File: src/utf8nv_pkg.sv
// types and constants shared by the utf8 name validator modules
`timescale 1ns / 1ps

package utf8nv_pkg;

  // one input word as it is held in the input register
  typedef struct packed {
    logic [7:0] name_byte;
    logic       last;
  } item_t;

  // byte classes
  localparam logic [7:0] CTRL_LIMIT = 8'h20;
  localparam logic [7:0] DEL_CHAR   = 8'h7f;
  localparam logic [7:0] LEAD2_MASK = 8'he0;
  localparam logic [7:0] LEAD2_CODE = 8'hc0;
  localparam logic [7:0] LEAD3_MASK = 8'hf0;
  localparam logic [7:0] LEAD3_CODE = 8'he0;
  localparam logic [7:0] LEAD4_MASK = 8'hf8;
  localparam logic [7:0] LEAD4_CODE = 8'hf0;
  localparam logic [7:0] CONT_MASK  = 8'hc0;
  localparam logic [7:0] CONT_CODE  = 8'h80;

  // code point limits
  localparam logic [20:0] MIN_CP2   = 21'h00080;
  localparam logic [20:0] MIN_CP3   = 21'h00800;
  localparam logic [20:0] MIN_CP4   = 21'h10000;
  localparam logic [20:0] MAX_CP    = 21'h10ffff;
  localparam logic [20:0] SURR_LOW  = 21'h0d800;
  localparam logic [20:0] SURR_HIGH = 21'h0dfff;

endpackage

File: src/utf8nv_in_reg.sv
// input register: holds one word until the checking stage takes it
`timescale 1ns / 1ps

module utf8nv_in_reg
  import utf8nv_pkg::*;
(
  input  logic       clk,
  input  logic       rst,
  input  logic       in_valid,
  output logic       in_stall,
  input  logic [7:0] name_byte,
  input  logic       last,
  input  logic       consume,
  output logic       s1_valid,
  output item_t      s1_item
);

  // hold back the sender only while the held word cannot move on
  assign in_stall = s1_valid && !consume;

  // valid flag
  always_ff @(posedge clk) begin
    if (rst) begin
      s1_valid <= 1'b0;
    end else if (!in_stall) begin
      s1_valid <= in_valid;
    end
  end

  // payload
  always_ff @(posedge clk) begin
    if (!in_stall && in_valid) begin
      s1_item.name_byte <= name_byte;
      s1_item.last      <= last;
    end
  end

endmodule

File: src/utf8nv_core.sv
// decode stage: per-byte utf8 and length checks, and the verdict register
`timescale 1ns / 1ps

module utf8nv_core
  import utf8nv_pkg::*;
#(
  parameter int MAX_NAME = 33
)
(
  input  logic  clk,
  input  logic  rst,
  input  logic  s1_valid,
  input  item_t s1_item,
  input  logic  out_stall,
  output logic  consume,
  output logic  out_valid,
  output logic  printable
);

  localparam int LEN_W = $clog2(MAX_NAME + 1);
  localparam logic [LEN_W-1:0] LEN_MAX = LEN_W'(MAX_NAME);

  logic [1:0]       bytes_pending, bytes_pending_next;
  logic [1:0]       sequence_length, sequence_length_next;
  logic [20:0]      code_point, code_point_next;
  logic [LEN_W-1:0] name_length, name_length_next;
  logic             rejected, rejected_next;
  logic             terminated, terminated_next;
  logic [20:0]      cp_shift;
  logic [7:0]       b;
  logic             verdict;

  assign b        = s1_item.name_byte;
  assign cp_shift = {code_point[14:0], b[5:0]};

  // a word with no verdict always moves; a last word needs a free result slot
  assign consume = s1_valid && (!s1_item.last || !out_valid || !out_stall);

  // next state for one byte
  always_comb begin
    bytes_pending_next   = bytes_pending;
    sequence_length_next = sequence_length;
    code_point_next      = code_point;
    name_length_next     = name_length;
    rejected_next        = rejected;
    terminated_next      = terminated;
    if (!terminated) begin
      if (b == 8'h00) begin
        terminated_next = 1'b1;
      end else begin
        // saturating length count
        if (name_length != LEN_MAX) begin
          name_length_next = name_length + 1'b1;
        end
        if (name_length_next == LEN_MAX) begin
          rejected_next = 1'b1;
        end
        if (bytes_pending == 2'd0) begin
          // lead byte
          if (b < CTRL_LIMIT || b == DEL_CHAR) begin
            rejected_next = 1'b1;
          end else if (!b[7]) begin
            rejected_next = rejected_next;
          end else if ((b & LEAD2_MASK) == LEAD2_CODE) begin
            sequence_length_next = 2'd1;
            bytes_pending_next   = 2'd1;
            code_point_next      = {16'd0, b[4:0]};
          end else if ((b & LEAD3_MASK) == LEAD3_CODE) begin
            sequence_length_next = 2'd2;
            bytes_pending_next   = 2'd2;
            code_point_next      = {17'd0, b[3:0]};
          end else if ((b & LEAD4_MASK) == LEAD4_CODE) begin
            sequence_length_next = 2'd3;
            bytes_pending_next   = 2'd3;
            code_point_next      = {18'd0, b[2:0]};
          end else begin
            rejected_next = 1'b1;
          end
        end else begin
          // continuation byte
          if ((b & CONT_MASK) != CONT_CODE) begin
            rejected_next      = 1'b1;
            bytes_pending_next = 2'd0;
          end else begin
            code_point_next    = cp_shift;
            bytes_pending_next = bytes_pending - 2'd1;
            if (bytes_pending_next == 2'd0) begin
              // overlong, surrogate and range checks on the finished code point
              if ((sequence_length == 2'd1 && cp_shift < MIN_CP2) ||
                  (sequence_length == 2'd2 && cp_shift < MIN_CP3) ||
                  (sequence_length == 2'd3 && cp_shift < MIN_CP4) ||
                  cp_shift > MAX_CP ||
                  (cp_shift >= SURR_LOW && cp_shift <= SURR_HIGH)) begin
                rejected_next = 1'b1;
              end
            end
          end
        end
      end
    end
  end

  assign verdict = !rejected_next && (name_length_next != '0) && (bytes_pending_next == 2'd0);

  // name state, cleared after each verdict
  always_ff @(posedge clk) begin
    if (rst) begin
      bytes_pending   <= 2'd0;
      sequence_length <= 2'd0;
      code_point      <= '0;
      name_length     <= '0;
      rejected        <= 1'b0;
      terminated      <= 1'b0;
    end else if (consume) begin
      if (s1_item.last) begin
        bytes_pending   <= 2'd0;
        sequence_length <= 2'd0;
        code_point      <= '0;
        name_length     <= '0;
        rejected        <= 1'b0;
        terminated      <= 1'b0;
      end else begin
        bytes_pending   <= bytes_pending_next;
        sequence_length <= sequence_length_next;
        code_point      <= code_point_next;
        name_length     <= name_length_next;
        rejected        <= rejected_next;
        terminated      <= terminated_next;
      end
    end
  end

  // result register
  always_ff @(posedge clk) begin
    if (rst) begin
      out_valid <= 1'b0;
    end else if (consume && s1_item.last) begin
      out_valid <= 1'b1;
    end else if (!out_stall) begin
      out_valid <= 1'b0;
    end
  end

  always_ff @(posedge clk) begin
    if (consume && s1_item.last) begin
      printable <= verdict;
    end
  end

endmodule

File: src/utf8_name_validator_top.sv
// top level of the utf8 name validator
//
// A name enters one byte per word on the input channel (in_valid, in_stall,
// name_byte, last). A zero byte ends the name; bytes after it up to the word
// marked last are ignored. For each name one verdict word leaves on the
// output channel (out_valid, out_stall, printable): 1 when the name is
// non-empty, shorter than MAX_NAME bytes, free of control characters and
// well-formed utf8, else 0.
// Throughput: one byte per cycle unless a last word waits on a held verdict.
// Path: a last word passes the input register, then, once the result slot
// is free, the result register, which raises out_valid with its verdict.
// While a verdict waits under out_stall, bytes that give no verdict still
// flow; in_stall rises only when a further last word is held behind it.
// A stalled verdict holds its value until taken.
// Reset (rst, synchronous) empties both registers and clears the name state.
`timescale 1ns / 1ps

module utf8_name_validator_top
  import utf8nv_pkg::*;
#(
  parameter int MAX_NAME = 33
)
(
  input  logic       clk,
  input  logic       rst,
  input  logic       in_valid,
  output logic       in_stall,
  input  logic [7:0] name_byte,
  input  logic       last,
  output logic       out_valid,
  input  logic       out_stall,
  output logic       printable
);

  logic  s1_valid;
  item_t s1_item;
  logic  consume;

  // input register
  utf8nv_in_reg u_in_reg (
    .clk       (clk),
    .rst       (rst),
    .in_valid  (in_valid),
    .in_stall  (in_stall),
    .name_byte (name_byte),
    .last      (last),
    .consume   (consume),
    .s1_valid  (s1_valid),
    .s1_item   (s1_item)
  );

  // checking stage and verdict register
  utf8nv_core #(
    .MAX_NAME (MAX_NAME)
  ) u_core (
    .clk       (clk),
    .rst       (rst),
    .s1_valid  (s1_valid),
    .s1_item   (s1_item),
    .out_stall (out_stall),
    .consume   (consume),
    .out_valid (out_valid),
    .printable (printable)
  );

endmodule

File: config.mk
export PLATFORM = sky130hd
export DESIGN_NAME = utf8_name_validator_top
export DESIGN_NICKNAME = d
export VERILOG_FILES = /design/src/utf8nv_pkg.sv /design/src/utf8nv_in_reg.sv /design/src/utf8nv_core.sv /design/src/utf8_name_validator_top.sv
export SDC_FILE = /design/constraint.sdc
export NUM_CORES = 1
export LEC_CHECK = 0
export BUFFER_PORTS_ARGS = -buffer_cell sky130_fd_sc_hd__buf_2
export CAP_MARGIN = 20
export CORE_MARGIN = 4
export CORE_UTILIZATION = 35
export DETAILED_ROUTE_END_ITERATION = 12
export MAX_ROUTING_LAYER = met4
export PLACE_DENSITY = 0.48
export SLEW_MARGIN = 15
export SYNTH_ARGS = -nofsm -noshare
export SYNTH_HDL_FRONTEND = slang
export SYNTH_SLANG_ARGS = --single-unit
File: constraint.sdc
create_clock -name clk -period 4.5 [get_ports clk]
set_clock_uncertainty 0.15 [all_clocks]
set_input_delay 1.125 -clock clk [delete_from_list [all_inputs] [get_ports clk]]
set_output_delay 1.125 -clock clk [all_outputs]
set_load 0.005 [all_outputs]
==> results.sh, run 1 <==
export IMPL_synthToLayoutAreaGrowth_pct=9.70
export IMPL_firstDrtPassIters=4
export IMPL_worstPathRequired_ns=3.22
export IMPL_start_kind="input pin"
export IMPL_layout_nets=256
export IMPL_ys_seq_area_share_pct=43.2
export IMPL_p_per_area_mw_per_mm2=312
export IMPL_status="complete, no violations"
export IMPL_crit_type="in2out"
export IMPL_cp_num_buf_inv=2
export IMPL_ctsResizeCount=0
export IMPL_core_area_mm2=0.00557
export IMPL_netlist_area_leader_share_pct=28.5
export IMPL_start_util_pct=36.5
export IMPL_slew_headroom_pct=28.6
export IMPL_timing_reg2reg_setup_slack_ns=2.10
export IMPL_synth_edf_count=10
export IMPL_crit_cells=4
export IMPL_clock_latency_ns=0.29
export IMPL_slowest_delay_ns=0.18
export IMPL_synth_cell_type_count=54
export IMPL_r2r_cells=7
export IMPL_syn_inst=229
export IMPL_die_h_um=84.3
export IMPL_detail_route_antenna_nets=0
export IMPL_synth_seq_cells=39
export IMPL_place_hpwl_mm=3.08
export IMPL_worstPathArrival_ns=1.61
export IMPL_p_leak_nw=0.823
export IMPL_wl_mm=4.47
export IMPL_gr_total_overflow=0
export IMPL_n_antenna_cell=0
export IMPL_vias=1651
export IMPL_wl_per_cell_um=14.3
export IMPL_cts_root_buf="clkbuf_8"
export IMPL_multi_input_area_mm2=0.00106
export IMPL_h_tree_depth=2
export IMPL_r2r_start="u_core.bytes_pending[0]"
export IMPL_post_cts_buffers=0
export IMPL_cts_sinks=39
export IMPL_layoutNonFillerInstCount=312
export IMPL_finalSetupViolCount=0
export IMPL_critPathCaptureType="primary output"
export IMPL_dp_cells=304
export IMPL_rsz0062_at_grt="no"
export IMPL_drv_cap=0
export IMPL_die_x_um=84.3
export IMPL_crit_fanout=3
export IMPL_fin_crit_sh_pct=64.1
export IMPL_cp_cell_sequence="buf_2 > nand2_1 > nor2_1 > buf_2"
export IMPL_place_area_mm2=0.00213
export IMPL_drtIter0Drc=141
export IMPL_hold_viol_final=0
export IMPL_fin_area_mm2=0.00223
export IMPL_pin_count=16
export IMPL_postCtsHoldBufs=0
export IMPL_antenna_found_initial=0
export IMPL_cpMaxStageDelayCell="nor2_1"
export IMPL_max_freq_mhz=346
export IMPL_cts_tree="built"
export IMPL_die_area_mm2=0.00710
export IMPL_synth_top_area_cell="dfxtp_1"
export IMPL_grt_pass1_wl_mm=7.55
export IMPL_critPathCapture="in_stall"
export IMPL_cts_buffers=5
export IMPL_finalCriticalPeriod_ns=2.89
export IMPL_tns_ns=0
export IMPL_clock_path_buffers=2
export IMPL_viasPerCell=5.29
export IMPL_path_clk_slew_ns=0.08
export IMPL_ys_flop_type="dfxtp_1"
export IMPL_synth_net_count=246
export IMPL_drive_gt1_share_pct=15.0
export IMPL_grt_pass1_vias=1558
export IMPL_nFillCells=580
export IMPL_avgSynthCellArea_um2=8.89
export IMPL_numPortBuffers=15
export IMPL_gp_congestion=0.806
export IMPL_drc=0
export IMPL_layout_area_seq_um2=881
export IMPL_synthArstFlopShare_pct=0
export IMPL_grt_util_all_layers_pct=13.4
export IMPL_crit_family="simple AND/OR/NAND/NOR gates"
export IMPL_cp_common_cell="buf_2"
export IMPL_synthTopCellsByArea="dfxtp_1 (29%), edfxtp_1 (15%), a21oi_1 (5.4%), nand2_1 (5.0%), nor2_1 (4.8%)"
export IMPL_worstHoldPathType="reg2reg"
export IMPL_slew_violations=0
export IMPL_rr_endpoint="u_core.code_point[11]"
export IMPL_grt_max_degree=30
export IMPL_ys_warn_count=0
export IMPL_peakVddDrop_mv=0.195
export IMPL_synth_area_mm2=0.00204
export IMPL_worst_pin_slew_ns=1.06
export IMPL_row_count=27
export IMPL_startpoint="out_stall"
through the flow:
step	hold WS [ns]	setup WS [ns]	power [mW]	utilization [%]
final	0.306	1.61	0.698	40.1
after global routing	0.331	1.49	0.733	40.1
after CTS	0.307	1.61	0.711	40.1
after detailed placement	0.297	1.62	0.444	38.2
after global placement	0.293	1.64	0.444	38.2
after floorplan	0.279	1.86	0.428	-
report_power, final:
part           total (mW)  switching [mW]  leakage (nW)  internal, mW
Clock               0.262           0.123        0.0548         0.140
Sequential          0.383          0.0138         0.332         0.369
Combinational      0.0533          0.0316         0.436        0.0217
Total               0.698           0.168         0.823         0.530
worst register-to-register path, stage by stage (launching register included):
cell and delay, ns:
dfxtp_1 0.36, inv_1 0.07, ha_1 0.34, or2_1 0.20, a21oi_1 0.10, o21ai_1 0.83, nand2_1 0.15, a21oi_1 0.15
layer usage:
layer / share of wire [%] / global-route usage (%) / wire length (µm) / up-vias
met2: 41 / 18.9 / 1820 / 34
met1: 54 / 19.1 / 2420 / 757
met5: 0 / - / 0 / -
met3: 4.0 / 3.04 / 180 / 6
met4: 1.1 / 3.95 / 51 / 0
li1: - / - / - / 854
worst min path at each step:
stage	depth (start not counted)	start	end	slack, ns
global route	2	u_core.code_point[12]	u_core.code_point[12]	0.33
finish	2	u_core.code_point[10]	u_core.code_point[10]	0.31
detailed placement	2	u_core.code_point[10]	u_core.code_point[10]	0.30
CTS	2	u_core.code_point[10]	u_core.code_point[10]	0.31
global placement	2	u_core.code_point[10]	u_core.code_point[10]	0.29
floorplan	2	u_core.code_point[0]	u_core.code_point[0]	0.28
final cells by class:
type                       count  area share, %
tap                           72           4.03
sequential                    39           39.4
clock inverter                 1          0.280
clock buffer                   7           4.31
timing repair buffer          15           3.36
multi-input combinational    171           47.4
inverter                       7           1.18
cell families (layout without fill, tap and decap cells):
| group | count (synthesis) | after routing | share of synthesized area, % |
|---|---|---|---|
| XOR/XNOR | 3 | 3 | 1.29 |
| AO/OA/AOI/OAI | 61 | 61 | 21.1 |
| buffers and inverters | 19 | 30 | 4.73 |
| flip-flops | 39 | 39 | 43.2 |
| adder cells (fa/ha/maj) | 4 | 4 | 2.46 |
| multiplexers | 3 | 3 | 1.47 |
| AND/OR/NAND/NOR | 100 | 100 | 25.7 |
sequential cells by signal, summed over array words and instances (netlist names):
register,cells
u_core.code_point,15
u_in_reg.s1_item,9
u_core.name_length,6
u_core.bytes_pending,2
u_core.sequence_length,2
u_core.out_valid,1
u_core.printable,1
u_core.rejected,1
u_core.terminated,1
u_in_reg.s1_valid,1
cell usage after synthesis (2+ instances only):
cell type	count
a22oi_1	3
nand4_1	2
dfxtp_1	29
clkbuf_8	2
o21a_1	2
nand2_1	27
a41oi_1	2
and2_1	2
nand4b_1	2
inv_1	6
nor2b_1	2
o31a_1	2
xnor2_1	2
a21oi_1	22
clkbuf_1	6
nand2b_1	2
mux2i_1	3
nor4_2	2
and3_1	3
or3_1	3
o211a_1	2
nand3b_1	3
a32oi_1	3
o21ai_1	3
buf_2	4
ha_1	4
nor2_1	26
o21ai_0	7
nand3_1	15
a31oi_1	3
nor3_1	3
edfxtp_1	10
cell usage in the layout, fill, tap and decap left out, types with 2 or more instances in the layout:
master	n
a32oi_1	3
nand4b_1	2
a31oi_1	3
xnor2_1	2
mux2i_1	3
inv_1	6
nand3_1	15
dfxtp_1	29
a22oi_1	3
o31a_1	2
nand3b_1	3
a41oi_1	2
nand2b_1	2
o21ai_1	3
clkbuf_8	7
and3_1	3
buf_2	15
a21oi_1	22
nor4_2	2
nor3_1	3
o211a_1	2
o21a_1	2
o21ai_0	7
nor2b_1	2
and2_1	2
edfxtp_1	10
nand4_1	2
nor2_1	26
ha_1	4
nand2_1	27
or3_1	3
Note: power is estimated with default switching activity, not from simulation.
==> inputs of run 2 (changes only) <==
--- a/config.mk
+++ b/config.mk
@@ -11,7 +11,7 @@
 export CORE_UTILIZATION = 35
 export DETAILED_ROUTE_END_ITERATION = 12
 export MAX_ROUTING_LAYER = met4
-export PLACE_DENSITY = 0.48
+export PLACE_DENSITY = 0.5
 export SLEW_MARGIN = 15
 export SYNTH_ARGS = -nofsm -noshare
 export SYNTH_HDL_FRONTEND = slang
==> constraint.sdc (replaced) <==
create_clock -name clk -period 2.5 [get_ports clk]
set_clock_uncertainty 0.15 [all_clocks]
set_input_delay 0.625 -clock clk [delete_from_list [all_inputs] [get_ports clk]]
set_output_delay 0.625 -clock clk [all_outputs]
set_load 0.005 [all_outputs]
==> results.sh, run 2 (synthesis gave the netlist of run 1 again) <==
export IMPL_pin_count=16
export IMPL_drc=0
export IMPL_clock_path_buffers=2
export IMPL_detail_route_antenna_nets=0
export IMPL_worst_pin_slew_ns=0.665
export IMPL_slew_violations=0
export IMPL_firstDrtPassIters=4
export IMPL_regMostFlops="u_core.code_point"
export IMPL_vias=1668
export IMPL_clock_latency_ns=0.29
export IMPL_final_cell_mix="dfxtp_1 (29), nand2_1 (27), nor2_1 (26)"
export IMPL_wl_mm=4.49
export IMPL_dp_cells=313
export IMPL_cts_buffers=5
export IMPL_die_area_mm2=0.00710
export IMPL_hold_slack_ns=0.303
export IMPL_gr_total_overflow=0
export IMPL_place_area_mm2=0.00220
export IMPL_peakVddDrop_mv=0.274
export IMPL_grt_pass1_vias=1574
export IMPL_numPortBuffers=15
export IMPL_critPathCaptureType="flip-flop"
export IMPL_largest_reg_flops=15
export IMPL_viasPerCell=5.20
export IMPL_max_freq_mhz=432
export IMPL_crit_fanout=8
export IMPL_postCtsHoldBufs=0
export IMPL_die_h_um=84.3
export IMPL_grt_util_all_layers_pct=13.5
export IMPL_cts_root_buf="clkbuf_8"
export IMPL_antenna_found_initial=0
export IMPL_drive_gt1_share_pct=17.7
export IMPL_crit_type="reg2reg"
export IMPL_fin_area_mm2=0.00229
export IMPL_layout_nets=265
export IMPL_worstHoldPathType="reg2reg"
export IMPL_slowest_delay_ns=0.56
export IMPL_cpMaxStageDelayCell="edfxtp_1"
export IMPL_drv_cap=0
export IMPL_finalCriticalPeriod_ns=2.31
export IMPL_wl_per_cell_um=14.0
export IMPL_h_tree_depth=2
export IMPL_post_cts_buffers=0
export IMPL_slew_headroom_pct=55.5
export IMPL_row_count=27
export IMPL_cts_tree="built"
export IMPL_gp_congestion=0.828
export IMPL_finalSetupViolCount=0
export IMPL_p_per_area_mw_per_mm2=525
export IMPL_ctsResizeCount=0
export IMPL_cp_cell_sequence="nor4_4 > a21o_4 > nor2_1 > or3_1 > a21oi_1 > a311oi_2"
export IMPL_grt_max_degree=23
export IMPL_die_x_um=84.3
export IMPL_hold_viol_final=0
export IMPL_largest_registers="u_core.code_point (15), u_in_reg.s1_item (9), u_core.name_length (6)"
export IMPL_core_area_mm2=0.00557
export IMPL_layout_commonest_cell="dfxtp_1"
export IMPL_path_clk_slew_ns=0.07
export IMPL_rsz0062_at_grt="no"
export IMPL_grt_pass1_wl_mm=7.49
export IMPL_synthToLayoutAreaGrowth_pct=12.3
export IMPL_tns_ns=0
export IMPL_status="complete, no violations"
export IMPL_drtIter0Drc=87
export IMPL_cts_sinks=39
export IMPL_start_util_pct=36.5
export IMPL_start_kind="flip-flop"
export IMPL_place_hpwl_mm=3.26
export IMPL_fin_crit_sh_pct=92.6
export IMPL_n_antenna_cell=0
export IMPL_worstPathRequired_ns=2.38
export IMPL_p_leak_nw=0.853
export IMPL_worstPathArrival_ns=2.19
export IMPL_layoutNonFillerInstCount=321
export IMPL_power_total_mw=1.20
==> run 2: cell count changes in the layout (fill, tap and decap cells not counted) <==
| cell | change |
|---|---|
| o21ai_2 | +1 |
| clkbuf_8 | -2 |
| o21ai_1 | -1 |
| clkinv_1 | +2 |
| inv_4 | -1 |
| buf_4 | +9 |
| clkinvlp_4 | +1 |
==> run 2: layout make-up <==
| class | count | area, µm² |
|---|---|---|
| clock buffers | 5 | 68.8 |
| clock inverters | 3 | 15.0 |
| fillers | 571 | 3290 |
| inverters | 7 | 26.3 |
| multi-input cells | 171 | 1060 |
| flip-flops and latches | 39 | 881 |
| well taps | 72 | 90.1 |
| repair buffers | 24 | 143 |
==> run 2: final timing paths <==
kind / startpoint / endpoint / slack (ns) / cells after the start
max reg2reg: u_in_reg.s1_item[6] / u_core.printable / 0.19 / 6
min reg2reg: u_core.code_point[10] / u_core.code_point[10] / 0.30 / 2
max: u_in_reg.s1_item[6] / u_core.printable / 0.19 / 6
min: u_core.code_point[10] / u_core.code_point[10] / 0.30 / 2
==> run 2: critical path, delay by kind of cell (launching register included) <==
kind,cells,cell delay [ns]
flops,1,0.56
simple gates,3,0.84
compound gates,3,0.51
==> run 2: per-layer routing <==
metal | GRT usage [%] | up-vias | wire length, µm
met2 | 20.0 | 28 | 1970
met3 | 3.24 | 6 | 152
met1 | 18.1 | 760 | 2290
li1 | - | 874 | -
met4 | 4.53 | 0 | 72
met5 | - | - | 0
==> run 2: metrics by stage <==
step | util [%] | setup slack [ns]
global placement | 39.5 | 0.187
floorplan | - | 0.378
detailed placement | 39.5 | 0.181
CTS | 41.0 | 0.161
global route | 41.0 | 0.0558
finish | 41.0 | 0.186
==> run 2: where the power goes <==
| part | internal [mW] | switching, mW | total, mW |
|---|---|---|---|
| sequential | 0.664 | 0.0198 | 0.684 |
| clock | 0.189 | 0.217 | 0.406 |
| combinational | 0.0477 | 0.0638 | 0.111 |
| total | 0.901 | 0.301 | 1.20 |
